`src/hw/rtl/lr_pkg.sv`:
```
// Shared types and constants for the line rasterizer.
// Holds the item structs, the command passed from front to back, and the codes.
// Has no dependencies.
package lr_pkg;

    localparam int COORD_BITS     = 10;
    localparam int COLOR_BITS     = 16;
    localparam int ERR_BITS       = COORD_BITS + 2;
    localparam int LEFT_BITS      = COORD_BITS + 1;
    localparam int QUEUE_DEPTH_DEF = 2;

    localparam logic ACTION_START = 1'b0;
    localparam logic ACTION_NEXT  = 1'b1;

    localparam logic [1:0] STEP_NONE = 2'b00;
    localparam logic [1:0] STEP_INC  = 2'b01;
    localparam logic [1:0] STEP_DEC  = 2'b11;

    typedef struct packed {
        logic                  action;
        logic [COORD_BITS-1:0] x_start;
        logic [COORD_BITS-1:0] y_start;
        logic [COORD_BITS-1:0] x_end;
        logic [COORD_BITS-1:0] y_end;
        logic [COLOR_BITS-1:0] pen_color;
    } req_item_t;

    typedef struct packed {
        logic [COORD_BITS-1:0] point_x;
        logic [COORD_BITS-1:0] point_y;
        logic [COLOR_BITS-1:0] point_color;
        logic                  is_last;
    } pix_item_t;

    typedef struct packed {
        logic                  is_start;
        logic [COORD_BITS-1:0] start_col;
        logic [COORD_BITS-1:0] start_row;
        logic [1:0]            step_col;
        logic [1:0]            step_row;
        logic [COORD_BITS-1:0] abs_dx;
        logic [COORD_BITS-1:0] abs_dy;
        logic [COORD_BITS-1:0] span;
        logic [COLOR_BITS-1:0] color;
    } lr_cmd_t;

endpackage

```
`src/hw/rtl/lr_front.sv`:
```
// Front part of the line rasterizer: classifies each item and works out the line setup.
// Produces a command with step codes, absolute deltas and span for the queue.
// Depends on lr_pkg.
module lr_front (
    input  lr_pkg::req_item_t req,
    output lr_pkg::lr_cmd_t   cmd_out
);

    logic [1:0]                    step_col;
    logic [1:0]                    step_row;
    logic [lr_pkg::COORD_BITS-1:0] abs_dx;
    logic [lr_pkg::COORD_BITS-1:0] abs_dy;

    always_comb
    begin
        priority if (req.x_end > req.x_start)
        begin
            step_col = lr_pkg::STEP_INC;
            abs_dx   = req.x_end - req.x_start;
        end
        else if (req.x_end < req.x_start)
        begin
            step_col = lr_pkg::STEP_DEC;
            abs_dx   = req.x_start - req.x_end;
        end
        else
        begin
            step_col = lr_pkg::STEP_NONE;
            abs_dx   = '0;
        end

        priority if (req.y_end > req.y_start)
        begin
            step_row = lr_pkg::STEP_INC;
            abs_dy   = req.y_end - req.y_start;
        end
        else if (req.y_end < req.y_start)
        begin
            step_row = lr_pkg::STEP_DEC;
            abs_dy   = req.y_start - req.y_end;
        end
        else
        begin
            step_row = lr_pkg::STEP_NONE;
            abs_dy   = '0;
        end
    end

    always_comb
    begin
        cmd_out.is_start  = (req.action == lr_pkg::ACTION_START);
        cmd_out.start_col = req.x_start;
        cmd_out.start_row = req.y_start;
        cmd_out.step_col  = step_col;
        cmd_out.step_row  = step_row;
        cmd_out.abs_dx    = abs_dx;
        cmd_out.abs_dy    = abs_dy;
        cmd_out.span      = (abs_dx > abs_dy) ? abs_dx : abs_dy;
        cmd_out.color     = req.pen_color;
    end

endmodule

```
`src/hw/rtl/lr_queue.sv`:
```
// Short command queue between the front and back parts of the line rasterizer.
// A register file of DEPTH entries with read and write pointers and a fill count.
// Depends on lr_pkg.
module lr_queue #(
    parameter int DEPTH = lr_pkg::QUEUE_DEPTH_DEF
) (
    input  logic            clk,
    input  logic            rst_n,
    input  logic            push,
    input  lr_pkg::lr_cmd_t push_cmd,
    output logic            full,
    input  logic            pop,
    output logic            head_valid,
    output lr_pkg::lr_cmd_t head_cmd
);

    localparam int PTR_W   = (DEPTH > 1) ? $clog2(DEPTH) : 1;
    localparam int COUNT_W = $clog2(DEPTH + 1);
    localparam logic [PTR_W-1:0]   LAST_PTR   = PTR_W'(DEPTH - 1);
    localparam logic [COUNT_W-1:0] DEPTH_CNT  = COUNT_W'(DEPTH);

    lr_pkg::lr_cmd_t    entry_mem [DEPTH];
    logic [PTR_W-1:0]   wr_ptr_reg;
    logic [PTR_W-1:0]   wr_ptr_next;
    logic [PTR_W-1:0]   rd_ptr_reg;
    logic [PTR_W-1:0]   rd_ptr_next;
    logic [COUNT_W-1:0] count_reg;
    logic [COUNT_W-1:0] count_next;

    assign full       = (count_reg == DEPTH_CNT);
    assign head_valid = (count_reg != '0);
    assign head_cmd   = entry_mem[rd_ptr_reg];

    always_comb
    begin
        wr_ptr_next = wr_ptr_reg;
        rd_ptr_next = rd_ptr_reg;
        count_next  = count_reg;
        if (push)
        begin
            wr_ptr_next = (wr_ptr_reg == LAST_PTR) ? '0 : wr_ptr_reg + 1'b1;
        end
        if (pop)
        begin
            rd_ptr_next = (rd_ptr_reg == LAST_PTR) ? '0 : rd_ptr_reg + 1'b1;
        end
        if (push && !pop)
        begin
            count_next = count_reg + 1'b1;
        end
        else if (pop && !push)
        begin
            count_next = count_reg - 1'b1;
        end
    end

    always_ff @(posedge clk or negedge rst_n)
    begin
        if (!rst_n)
        begin
            wr_ptr_reg <= '0;
            rd_ptr_reg <= '0;
            count_reg  <= '0;
        end
        else
        begin
            wr_ptr_reg <= wr_ptr_next;
            rd_ptr_reg <= rd_ptr_next;
            count_reg  <= count_next;
        end
    end

    always_ff @(posedge clk)
    begin
        if (push)
        begin
            entry_mem[wr_ptr_reg] <= push_cmd;
        end
    end

    assert property (@(posedge clk) disable iff (!rst_n) count_reg <= DEPTH_CNT)
        else $error("queue fill count exceeds its depth");

    assert property (@(posedge clk) disable iff (!rst_n) !(pop && (count_reg == '0)))
        else $error("queue popped while empty");

    assert property (@(posedge clk) disable iff (!rst_n) !(push && full))
        else $error("queue pushed while full");

endmodule

```
`src/hw/rtl/lr_back.sv`:
```
// Back part of the line rasterizer: holds the line state and steps one pixel per next item on an active line.
// Error accumulators pick the axis moves; an output register parts it from the receiver.
// Depends on lr_pkg.
module lr_back (
    input  logic              clk,
    input  logic              rst_n,
    input  logic              head_valid,
    input  lr_pkg::lr_cmd_t   head_cmd,
    output logic              pop,
    output logic              pix_valid,
    input  logic              pix_stall,
    output lr_pkg::pix_item_t pix
);

    logic                          busy_reg,     busy_next;
    logic [lr_pkg::COORD_BITS-1:0] cur_col_reg,  cur_col_next;
    logic [lr_pkg::COORD_BITS-1:0] cur_row_reg,  cur_row_next;
    logic [1:0]                    step_col_reg, step_col_next;
    logic [1:0]                    step_row_reg, step_row_next;
    logic [lr_pkg::COORD_BITS-1:0] abs_dx_reg,   abs_dx_next;
    logic [lr_pkg::COORD_BITS-1:0] abs_dy_reg,   abs_dy_next;
    logic [lr_pkg::COORD_BITS-1:0] span_reg,     span_next;
    logic [lr_pkg::ERR_BITS-1:0]   err_col_reg,  err_col_next;
    logic [lr_pkg::ERR_BITS-1:0]   err_row_reg,  err_row_next;
    logic [lr_pkg::LEFT_BITS-1:0]  left_reg,     left_next;
    logic [lr_pkg::COLOR_BITS-1:0] color_reg,    color_next;
    logic                          out_valid_reg, out_valid_next;
    lr_pkg::pix_item_t             out_reg,       out_next;

    logic                          out_free;
    logic                          emit;
    logic [lr_pkg::ERR_BITS-1:0]   sum_col;
    logic [lr_pkg::ERR_BITS-1:0]   sum_row;
    logic [lr_pkg::ERR_BITS-1:0]   span_ext;

    function automatic logic [lr_pkg::COORD_BITS-1:0] apply_step(
        input logic [lr_pkg::COORD_BITS-1:0] pos,
        input logic [1:0]                    step
    );
        logic [lr_pkg::COORD_BITS-1:0] res;
        unique case (step)
            lr_pkg::STEP_INC: res = pos + 1'b1;
            lr_pkg::STEP_DEC: res = pos - 1'b1;
            default:          res = pos;
        endcase
        return res;
    endfunction

    assign out_free  = !out_valid_reg || !pix_stall;
    assign pop       = head_valid && (head_cmd.is_start || !busy_reg || out_free);
    assign emit      = pop && !head_cmd.is_start && busy_reg;
    assign pix_valid = out_valid_reg;
    assign pix       = out_reg;

    assign span_ext = {2'b00, span_reg};
    assign sum_col  = err_col_reg + {2'b00, abs_dx_reg};
    assign sum_row  = err_row_reg + {2'b00, abs_dy_reg};

    always_comb
    begin
        busy_next      = busy_reg;
        cur_col_next   = cur_col_reg;
        cur_row_next   = cur_row_reg;
        step_col_next  = step_col_reg;
        step_row_next  = step_row_reg;
        abs_dx_next    = abs_dx_reg;
        abs_dy_next    = abs_dy_reg;
        span_next      = span_reg;
        err_col_next   = err_col_reg;
        err_row_next   = err_row_reg;
        left_next      = left_reg;
        color_next     = color_reg;
        out_valid_next = out_free ? 1'b0 : out_valid_reg;
        out_next       = out_reg;

        if (pop && head_cmd.is_start)
        begin
            busy_next     = 1'b1;
            cur_col_next  = head_cmd.start_col;
            cur_row_next  = head_cmd.start_row;
            step_col_next = head_cmd.step_col;
            step_row_next = head_cmd.step_row;
            abs_dx_next   = head_cmd.abs_dx;
            abs_dy_next   = head_cmd.abs_dy;
            span_next     = head_cmd.span;
            err_col_next  = '0;
            err_row_next  = '0;
            left_next     = {1'b0, head_cmd.span} + 2'd2;
            color_next    = head_cmd.color;
        end
        else if (emit)
        begin
            out_valid_next       = 1'b1;
            out_next.point_x     = cur_col_reg;
            out_next.point_y     = cur_row_reg;
            out_next.point_color = color_reg;
            out_next.is_last     = (left_reg == lr_pkg::LEFT_BITS'(1));

            if (sum_col > span_ext)
            begin
                err_col_next = sum_col - span_ext;
                cur_col_next = apply_step(cur_col_reg, step_col_reg);
            end
            else
            begin
                err_col_next = sum_col;
            end

            if (sum_row > span_ext)
            begin
                err_row_next = sum_row - span_ext;
                cur_row_next = apply_step(cur_row_reg, step_row_reg);
            end
            else
            begin
                err_row_next = sum_row;
            end

            if (left_reg != '0)
            begin
                left_next = left_reg - 1'b1;
            end
            busy_next = (left_next != '0);
        end
    end

    always_ff @(posedge clk or negedge rst_n)
    begin
        if (!rst_n)
        begin
            busy_reg      <= 1'b0;
            cur_col_reg   <= '0;
            cur_row_reg   <= '0;
            step_col_reg  <= lr_pkg::STEP_NONE;
            step_row_reg  <= lr_pkg::STEP_NONE;
            abs_dx_reg    <= '0;
            abs_dy_reg    <= '0;
            span_reg      <= '0;
            err_col_reg   <= '0;
            err_row_reg   <= '0;
            left_reg      <= '0;
            color_reg     <= '0;
            out_valid_reg <= 1'b0;
        end
        else
        begin
            busy_reg      <= busy_next;
            cur_col_reg   <= cur_col_next;
            cur_row_reg   <= cur_row_next;
            step_col_reg  <= step_col_next;
            step_row_reg  <= step_row_next;
            abs_dx_reg    <= abs_dx_next;
            abs_dy_reg    <= abs_dy_next;
            span_reg      <= span_next;
            err_col_reg   <= err_col_next;
            err_row_reg   <= err_row_next;
            left_reg      <= left_next;
            color_reg     <= color_next;
            out_valid_reg <= out_valid_next;
        end
    end

    always_ff @(posedge clk)
    begin
        out_reg <= out_next;
    end

    assert property (@(posedge clk) disable iff (!rst_n) busy_reg |-> (left_reg != '0))
        else $error("line is active with no points left");

    assert property (@(posedge clk) disable iff (!rst_n)
        (err_col_reg <= span_ext) && (err_row_reg <= span_ext))
        else $error("error accumulator exceeds the span");

    assert property (@(posedge clk) disable iff (!rst_n) emit |=> out_valid_reg)
        else $error("next item on an active line gave no pixel");

endmodule

```
`src/hw/rtl/line_rasterizer_top.sv`:
```
// Top level of the line rasterizer: front setup, command queue and pixel stepper.
// A next item passes the command queue, then the stepper output register, to pix.
// Throughput: one item per cycle while unstalled, set by the stepper's error update.
// A start item yields no pixel; a next item while no line is active yields none.
// Reset (rst_n, asynchronous, active low) empties the queue and clears all line state.
// Depends on lr_pkg, lr_front, lr_queue and lr_back.
module line_rasterizer_top #(
    parameter int QUEUE_DEPTH = lr_pkg::QUEUE_DEPTH_DEF
) (
    input  logic              clk,
    input  logic              rst_n,
    input  logic              cmd_valid,
    output logic              cmd_stall,
    input  lr_pkg::req_item_t cmd,
    output logic              pix_valid,
    input  logic              pix_stall,
    output lr_pkg::pix_item_t pix
);

    lr_pkg::lr_cmd_t front_cmd;
    lr_pkg::lr_cmd_t head_cmd;
    logic            queue_full;
    logic            head_valid;
    logic            pop;

    assign cmd_stall = queue_full;

    lr_front u_front (
        .req     (cmd),
        .cmd_out (front_cmd)
    );

    lr_queue #(
        .DEPTH (QUEUE_DEPTH)
    ) u_queue (
        .clk        (clk),
        .rst_n      (rst_n),
        .push       (cmd_valid && !queue_full),
        .push_cmd   (front_cmd),
        .full       (queue_full),
        .pop        (pop),
        .head_valid (head_valid),
        .head_cmd   (head_cmd)
    );

    lr_back u_back (
        .clk        (clk),
        .rst_n      (rst_n),
        .head_valid (head_valid),
        .head_cmd   (head_cmd),
        .pop        (pop),
        .pix_valid  (pix_valid),
        .pix_stall  (pix_stall),
        .pix        (pix)
    );

endmodule
```
`config.mk`:
```
export PLATFORM = sky130hd
export DESIGN_NAME = line_rasterizer_top
export DESIGN_NICKNAME = d
export VERILOG_FILES = /design/src/hw/rtl/lr_pkg.sv /design/src/hw/rtl/lr_front.sv /design/src/hw/rtl/lr_queue.sv /design/src/hw/rtl/lr_back.sv /design/src/hw/rtl/line_rasterizer_top.sv
export SDC_FILE = /design/constraint.sdc
export NUM_CORES = 1
export LEC_CHECK = 0
export BUFFER_PORTS_ARGS = -buffer_cell sky130_fd_sc_hd__buf_2
export CELL_PAD_IN_SITES_DETAIL_PLACEMENT = 1
export CELL_PAD_IN_SITES_GLOBAL_PLACEMENT = 2
export CORE_UTILIZATION = 44
export CTS_CLUSTER_SIZE = 20
export DETAILED_ROUTE_END_ITERATION = 6
export PLACE_DENSITY = 0.95
export SKIP_CTS_REPAIR_TIMING = 1
export SYNTH_ARGS = -nofsm -noshare
export SYNTH_HDL_FRONTEND = slang
export SYNTH_SLANG_ARGS = --single-unit
```
`constraint.sdc`:
```
create_clock -name clk -period 6.3 [get_ports clk]
set_clock_uncertainty 0.05 [all_clocks]
set_input_delay 0 -clock clk [delete_from_list [all_inputs] [get_ports clk]]
set_output_delay 0 -clock clk [all_outputs]
set_load 0.02 [all_outputs]
```
Word level (Yosys, flattened, before mapping):

Memories as Yosys holds them, arrays and structs flattened.
Index checks and enable logic that the tools add are counted.

* input bits: 61
* memory bits (writable): 142
* bits in latches: 0
* bits in read-only memories: 0
* bits in registers: 148
* word-level logic and storage cells: 122
* output and inout bits: 39
* memories: 1

* shift-type cells: 0
* reductions and logical operators: 29
* $add $sub $neg: 18
* bitwise gates (word level): 2
* muxes and demuxes: 39
* equality and inequality tests: 6
* multipliers: 0
* divide/modulo/power cells: 0
* magnitude comparators: 7

Memories
* u_queue.entry_mem: depth 2, width 71, read ports 1, clocked after memory_dff 0, write ports 1, RTL line lr_queue.sv:22 `lr_pkg::lr_cmd_t entry_mem [DEPTH];`

Operators by type and width (number)
* $mux 10: 11
* $mux 12: 6
* $mux 11: 5
* $pmux 10 s2: 2
* $sub 10x10->10: 4
* $gt 10x10->1: 3
* $add 12x10->12: 2
* $gt 12x10->1: 2
* $sub 12x10->12: 2
* $reduce_bool 11->1: 2
* $add 10x1->10 const B: 2
* $lt 10x10->1: 2
* $sub 10x1->10 const B: 2
* $mux 2: 6
* $add 10x2->11 const B: 1
* $eq 11x1->1 const B: 1
* $sub 11x1->11 const B: 1
* $reduce_bool 2->1: 5
* $mux 1: 9
* $logic_and 1x1->1: 7
* $logic_not 1->1: 7
* $eq 2x2->1 const B: 3
* $reduce_and 3->1: 2
* $reduce_bool 3->1: 2
* 7 further kinds: 12

Logic depth before layout (Yosys ltp):

* word-level depth: 11
* depth in mapped cells: 23
* gate-level depth less buffers: 21

Modules after synthesis:

From an unflattened synthesis, not the netlist that was laid out.

* cells, all modules: 1566
* area total of the unflattened synthesis: 16937.5 um2

Modules (own cells, without submodules)
* lr_back: times used 1, area an instance 8638.3 um2, seq. area each 3788.6 um2, cells an instance 944
* lr_queue: times used 1, area an instance 5662.9 um2, seq. area each 4364.2 um2, cells an instance 237
* lr_front: times used 1, area an instance 2622.5 um2, seq. area each 0.0 um2, cells an instance 384
* line_rasterizer_top: times used 1, area an instance 13.8 um2, seq. area each 0.0 um2, cells an instance 1

Worst setup path after synthesis:

No wires, ideal clock.

* path kind: register -> register
* start point: register u_queue.count_reg[0]
* end point: memory u_queue.entry_mem[0][0] (netlist name) (enable)
* path buffers: 0
* setup time: 500 ps
* setup slack: 2136 ps
* data required time: 5750 ps
* cell stages (with the launch flop): 4
* arrival: 3614 ps
* period minus slack after synthesis: 4164 ps
* cell sequence: dfrtp_1 nand2b_1 nand2_1 nor2_1

* word-level cells in the longest chain between the ends: 5

Ends and longest elaborated chain
* from (decl): RTL line lr_queue.sv:27 `logic [COUNT_W-1:0] count_reg;`
* from (signal assigned): RTL line lr_queue.sv:69 `count_reg <= count_next;`
* $eq 2x2->1: RTL line lr_queue.sv:30 `assign full = (count_reg == DEPTH_CNT);`
* $logic_not 1->1: RTL line line_rasterizer_top.sv:38 `.push (cmd_valid && !queue_full),`
* $logic_and 1x1->1: RTL line line_rasterizer_top.sv:38
* $mux 1: RTL line lr_queue.sv:75 `if (push)`
* $mux 1 (not written as such): RTL line lr_queue.sv:77 `entry_mem[wr_ptr_reg] <= push_cmd;`
* to (decl): RTL line lr_queue.sv:22

Every way passes these cells.

==> impl_metrics.py <==
metrics = {
    "outcome": {
        "status": "finished clean",
    },
    "yosys": {
        "syn-num-nets": 1654,
        "synth_area_um2": 16100,
        "synth_edf_count": 179,
        "yosysWarnings": 0,
        "synth_top_flop_cell": "edfxtp_1",
        "ys_ff_latch": 290,
        "synthCells": 1474,
        "avgSynthCellArea_um2": 10.9,
        "ys_async_sr_fraction_pct": 38.3,
        "yosysUniqueCellTypes": 81,
        "ys_seq_area_share_pct": 50.7,
    },
    "timing": {
        "slew_violations": 0,
        "setup_ws_ns": 1.19,
        "fmax_mhz": 196,
        "grt_setup_unrepaired": "no",
        "slew_headroom_pct": 27.8,
        "tightest_slew_ns": 1.08,
        "finalCriticalPeriod_ns": 5.11,
        "setup_viol": 0,
        "period_share_pct": 81.1,
        "hold_viol": 0,
        "setup_tns_ns": 0,
    },
    "route": {
        "dr.first_iter.drc_count": 614,
        "viasPerCell": 5.73,
        "via_count": 12000,
        "dr.pass1.iters": 7,
        "drc": 0,
        "post_drt_wl_per_cell_um": 21.2,
        "wl_um": 44600,
        "ant_nets": 0,
    },
    "hold_path": {
        "hold_path.class": "in2reg",
    },
    "clocking": {
        "path_clk_slew_ns": 0.06,
        "cts_root_buf": "clkbuf_16",
        "cts_made_buffers": 34,
        "htree_levels": 2,
        "clock_latency_ns": 0.53,
        "cts_tree": "yes",
        "cts_buffer_depth": 3,
        "cts.sinks": 290,
    },
    "die": {
        "die-height_um": 193,
        "core_um2": 35700,
        "ios": 100,
        "start_util_pct": 45.0,
        "die_w_um": 193,
        "num_rows": 69,
        "dieArea_um2": 37300,
    },
    "global_routing": {
        "grt_pass1_vias": 12400,
        "overflow": 0,
        "grt_max_degree": 72,
        "grt_pass1_wl_um": 68000,
        "antenna_found_initial": 0,
        "grt_util_all_layers_pct": 23.4,
    },
    "worst_setup_path": {
        "worst_setup_path_start_kind": "primary input",
        "critPathMaxFanout": 12,
        "endpoint_kind": "register",
        "crit_type": "in2reg",
        "worstPathRequired_ns": 6.51,
        "arrival_ns": 5.32,
    },
    "flow_run": {
        "drv.max_cap_violation_count": 0,
    },
    "placement": {
        "io_buffers": 99,
        "gp_congestion": 0.889,
        "dp_slack_ns": 1.31,
        "dpl.hpwl_um": 29600,
        "dp_cells": 1996,
    },
    "power_and_ir_drop": {
        "p_per_area_nw_per_um2": 633,
        "ir_drop_mv": 0.289,
        "p_leak_nw": 8.03,
    },
    "layout": {
        "diodes": 0,
        "final_cell_mix": "edfxtp_1, nand2_1, o21ai_0, inv_1, dfrtp_1",
        "nets": 1793,
        "fill_cells": 3882,
        "drive_above_1_share_pct": 13.0,
        "largest_reg_flops": 142,
        "area_delta_synth_final_pct": 16.0,
        "fin_cells": 2100,
        "layout.cells.most_common": "edfxtp_1",
    },
}
==> critical path: stages <==
cell and delay [ns]:
dlygate4sd3_1 0.54, buf_2 0.15, ha_1 0.41, and3_1 0.27, nand2_1 0.12, a21oi_1 0.09, o41ai_2 0.45, nand2_1 0.30
inv_1 0.34, o21ai_0 0.13, a21boi_0 0.66, ha_1 0.38, and3_1 0.17, nor2b_1 0.13, nand2_1 0.08, o21ai_0 0.08
nor2_1 0.14, o21ai_0 0.13, o21ai_0 0.12, buf_4 0.25, mux2_2 0.39
==> synth_stat cells, drive strengths merged, types with 4 or more instances <==
| library cell | count | area share [%] |
|---|---|---|
| or2 | 7 | 0.27 |
| xor2 | 17 | 0.93 |
| nor2 | 57 | 1.4 |
| o221ai | 14 | 0.76 |
| and2 | 5 | 0.19 |
| inv | 114 | 2.7 |
| nor4 | 8 | 0.31 |
| fa | 10 | 1.2 |
| o21bai | 12 | 0.56 |
| and3 | 8 | 0.34 |
| o21a | 6 | 0.28 |
| o221a | 4 | 0.28 |
| a21boi | 4 | 0.19 |
| o22ai | 5 | 0.19 |
| or4 | 5 | 0.26 |
| edfxtp | 179 | 33 |
| nand2 | 141 | 3.3 |
| xnor2 | 42 | 2.3 |
| a21o | 29 | 1.4 |
| dfrtp | 111 | 17 |
| ha | 109 | 8.5 |
| a31oi | 12 | 0.47 |
| nand2b | 6 | 0.23 |
| nand4 | 11 | 0.43 |
| a211oi | 18 | 0.84 |
| a21oi | 77 | 2.4 |
| nor3 | 28 | 0.87 |
| nor2b | 30 | 1.2 |
| a221oi | 7 | 0.38 |
| clkbuf | 30 | 0.70 |
| o211ai | 11 | 0.51 |
| buf | 22 | 0.73 |
| or3 | 14 | 0.55 |
| o21ai | 130 | 4.0 |
| mux2 | 17 | 1.2 |
| o311ai | 4 | 0.22 |
| mux2i | 82 | 5.1 |
| nand3 | 36 | 1.1 |
| o22a | 4 | 0.22 |
==> final timing paths <==
| check | startpoint | end | slack, ns | depth (start not counted) |
|---|---|---|---|---|
| max | cmd[51] | u_queue.entry_mem[0][21]$_DFFE_PP_ | 1.19 | 21 |
| min | cmd[16] | u_queue.entry_mem[1][26]$_DFFE_PP_ | 0.08 | 4 |
| max reg2reg | u_back.err_col_reg[0]$_DFFE_PN0P_ | u_back.cur_col_reg[1]$_DFFE_PN0P_ | 1.49 | 14 |
| min reg2reg | u_back.color_reg[4]$_DFFE_PN0P_ | u_back.pix[5]$_DFFE_PP_ | 0.39 | 0 |
| max in group asynchronous | rst_n | u_back.cur_col_reg[8]$_DFFE_PN0P_ | 4.39 | 5 |
| min in group asynchronous | rst_n | u_back.cur_row_reg[3]$_DFFE_PN0P_ | 0.49 | 4 |
==> logic make-up (layout without fill, tap and decap cells) <==
| group | Yosys count | count (layout) | synth area share, % |
|---|---|---|---|
| adders and majority gates | 119 | 119 | 9.73 |
| xor gates and xnor gates | 59 | 59 | 3.21 |
| and+or+nand+nor | 369 | 369 | 11.2 |
| DFF | 290 | 290 | 50.7 |
| AOI/OAI and AO/OA | 372 | 372 | 14.8 |
| muxes | 99 | 99 | 6.30 |
| buffers and inverters | 166 | 331 | 4.09 |
==> metal layers <==
metal | track usage (%) | up-vias | wire length [um]
li1 | - | 5689 | -
met4 | 8.32 | 0 | 1220
met5 | 0 | - | 0
met1 | 31.0 | 6017 | 19700
met3 | 3.28 | 76 | 1600
met2 | 39.1 | 258 | 22100
==> where the power goes <==
| group | internal (mW) | switching, mW |
|---|---|---|
| logic | 2.45 | 3.88 |
| clock network | 1.27 | 0.828 |
| registers | 2.89 | 0.483 |
==> through the flow <==
stage                     total power [mW]  instance area [um^2]  util, %  hold slack (ns)
final                                 11.8                 18600     52.2           0.0808
after global routing                  12.6                 18600     52.2           0.0833
after CTS                             11.8                 18200     51.0           -0.685
after detailed placement              9.54                 17000     47.7           -0.123
after global placement                9.22                 17000     47.7           -0.122
after floorplan                       7.87                 16100        -           -0.346
==> cell type report <==
type | instances | area (um^2) | share of cell area (%)
sequential | 290 | 8160 | 43.7
multi-input combinational | 1018 | 7280 | 39.0
timing repair buffer | 155 | 1030 | 5.54
clock buffer | 41 | 898 | 4.82
tap | 461 | 577 | 3.09
inverter | 114 | 428 | 2.29
clock inverter | 21 | 279 | 1.50
Power figures use the tool's default switching activity.
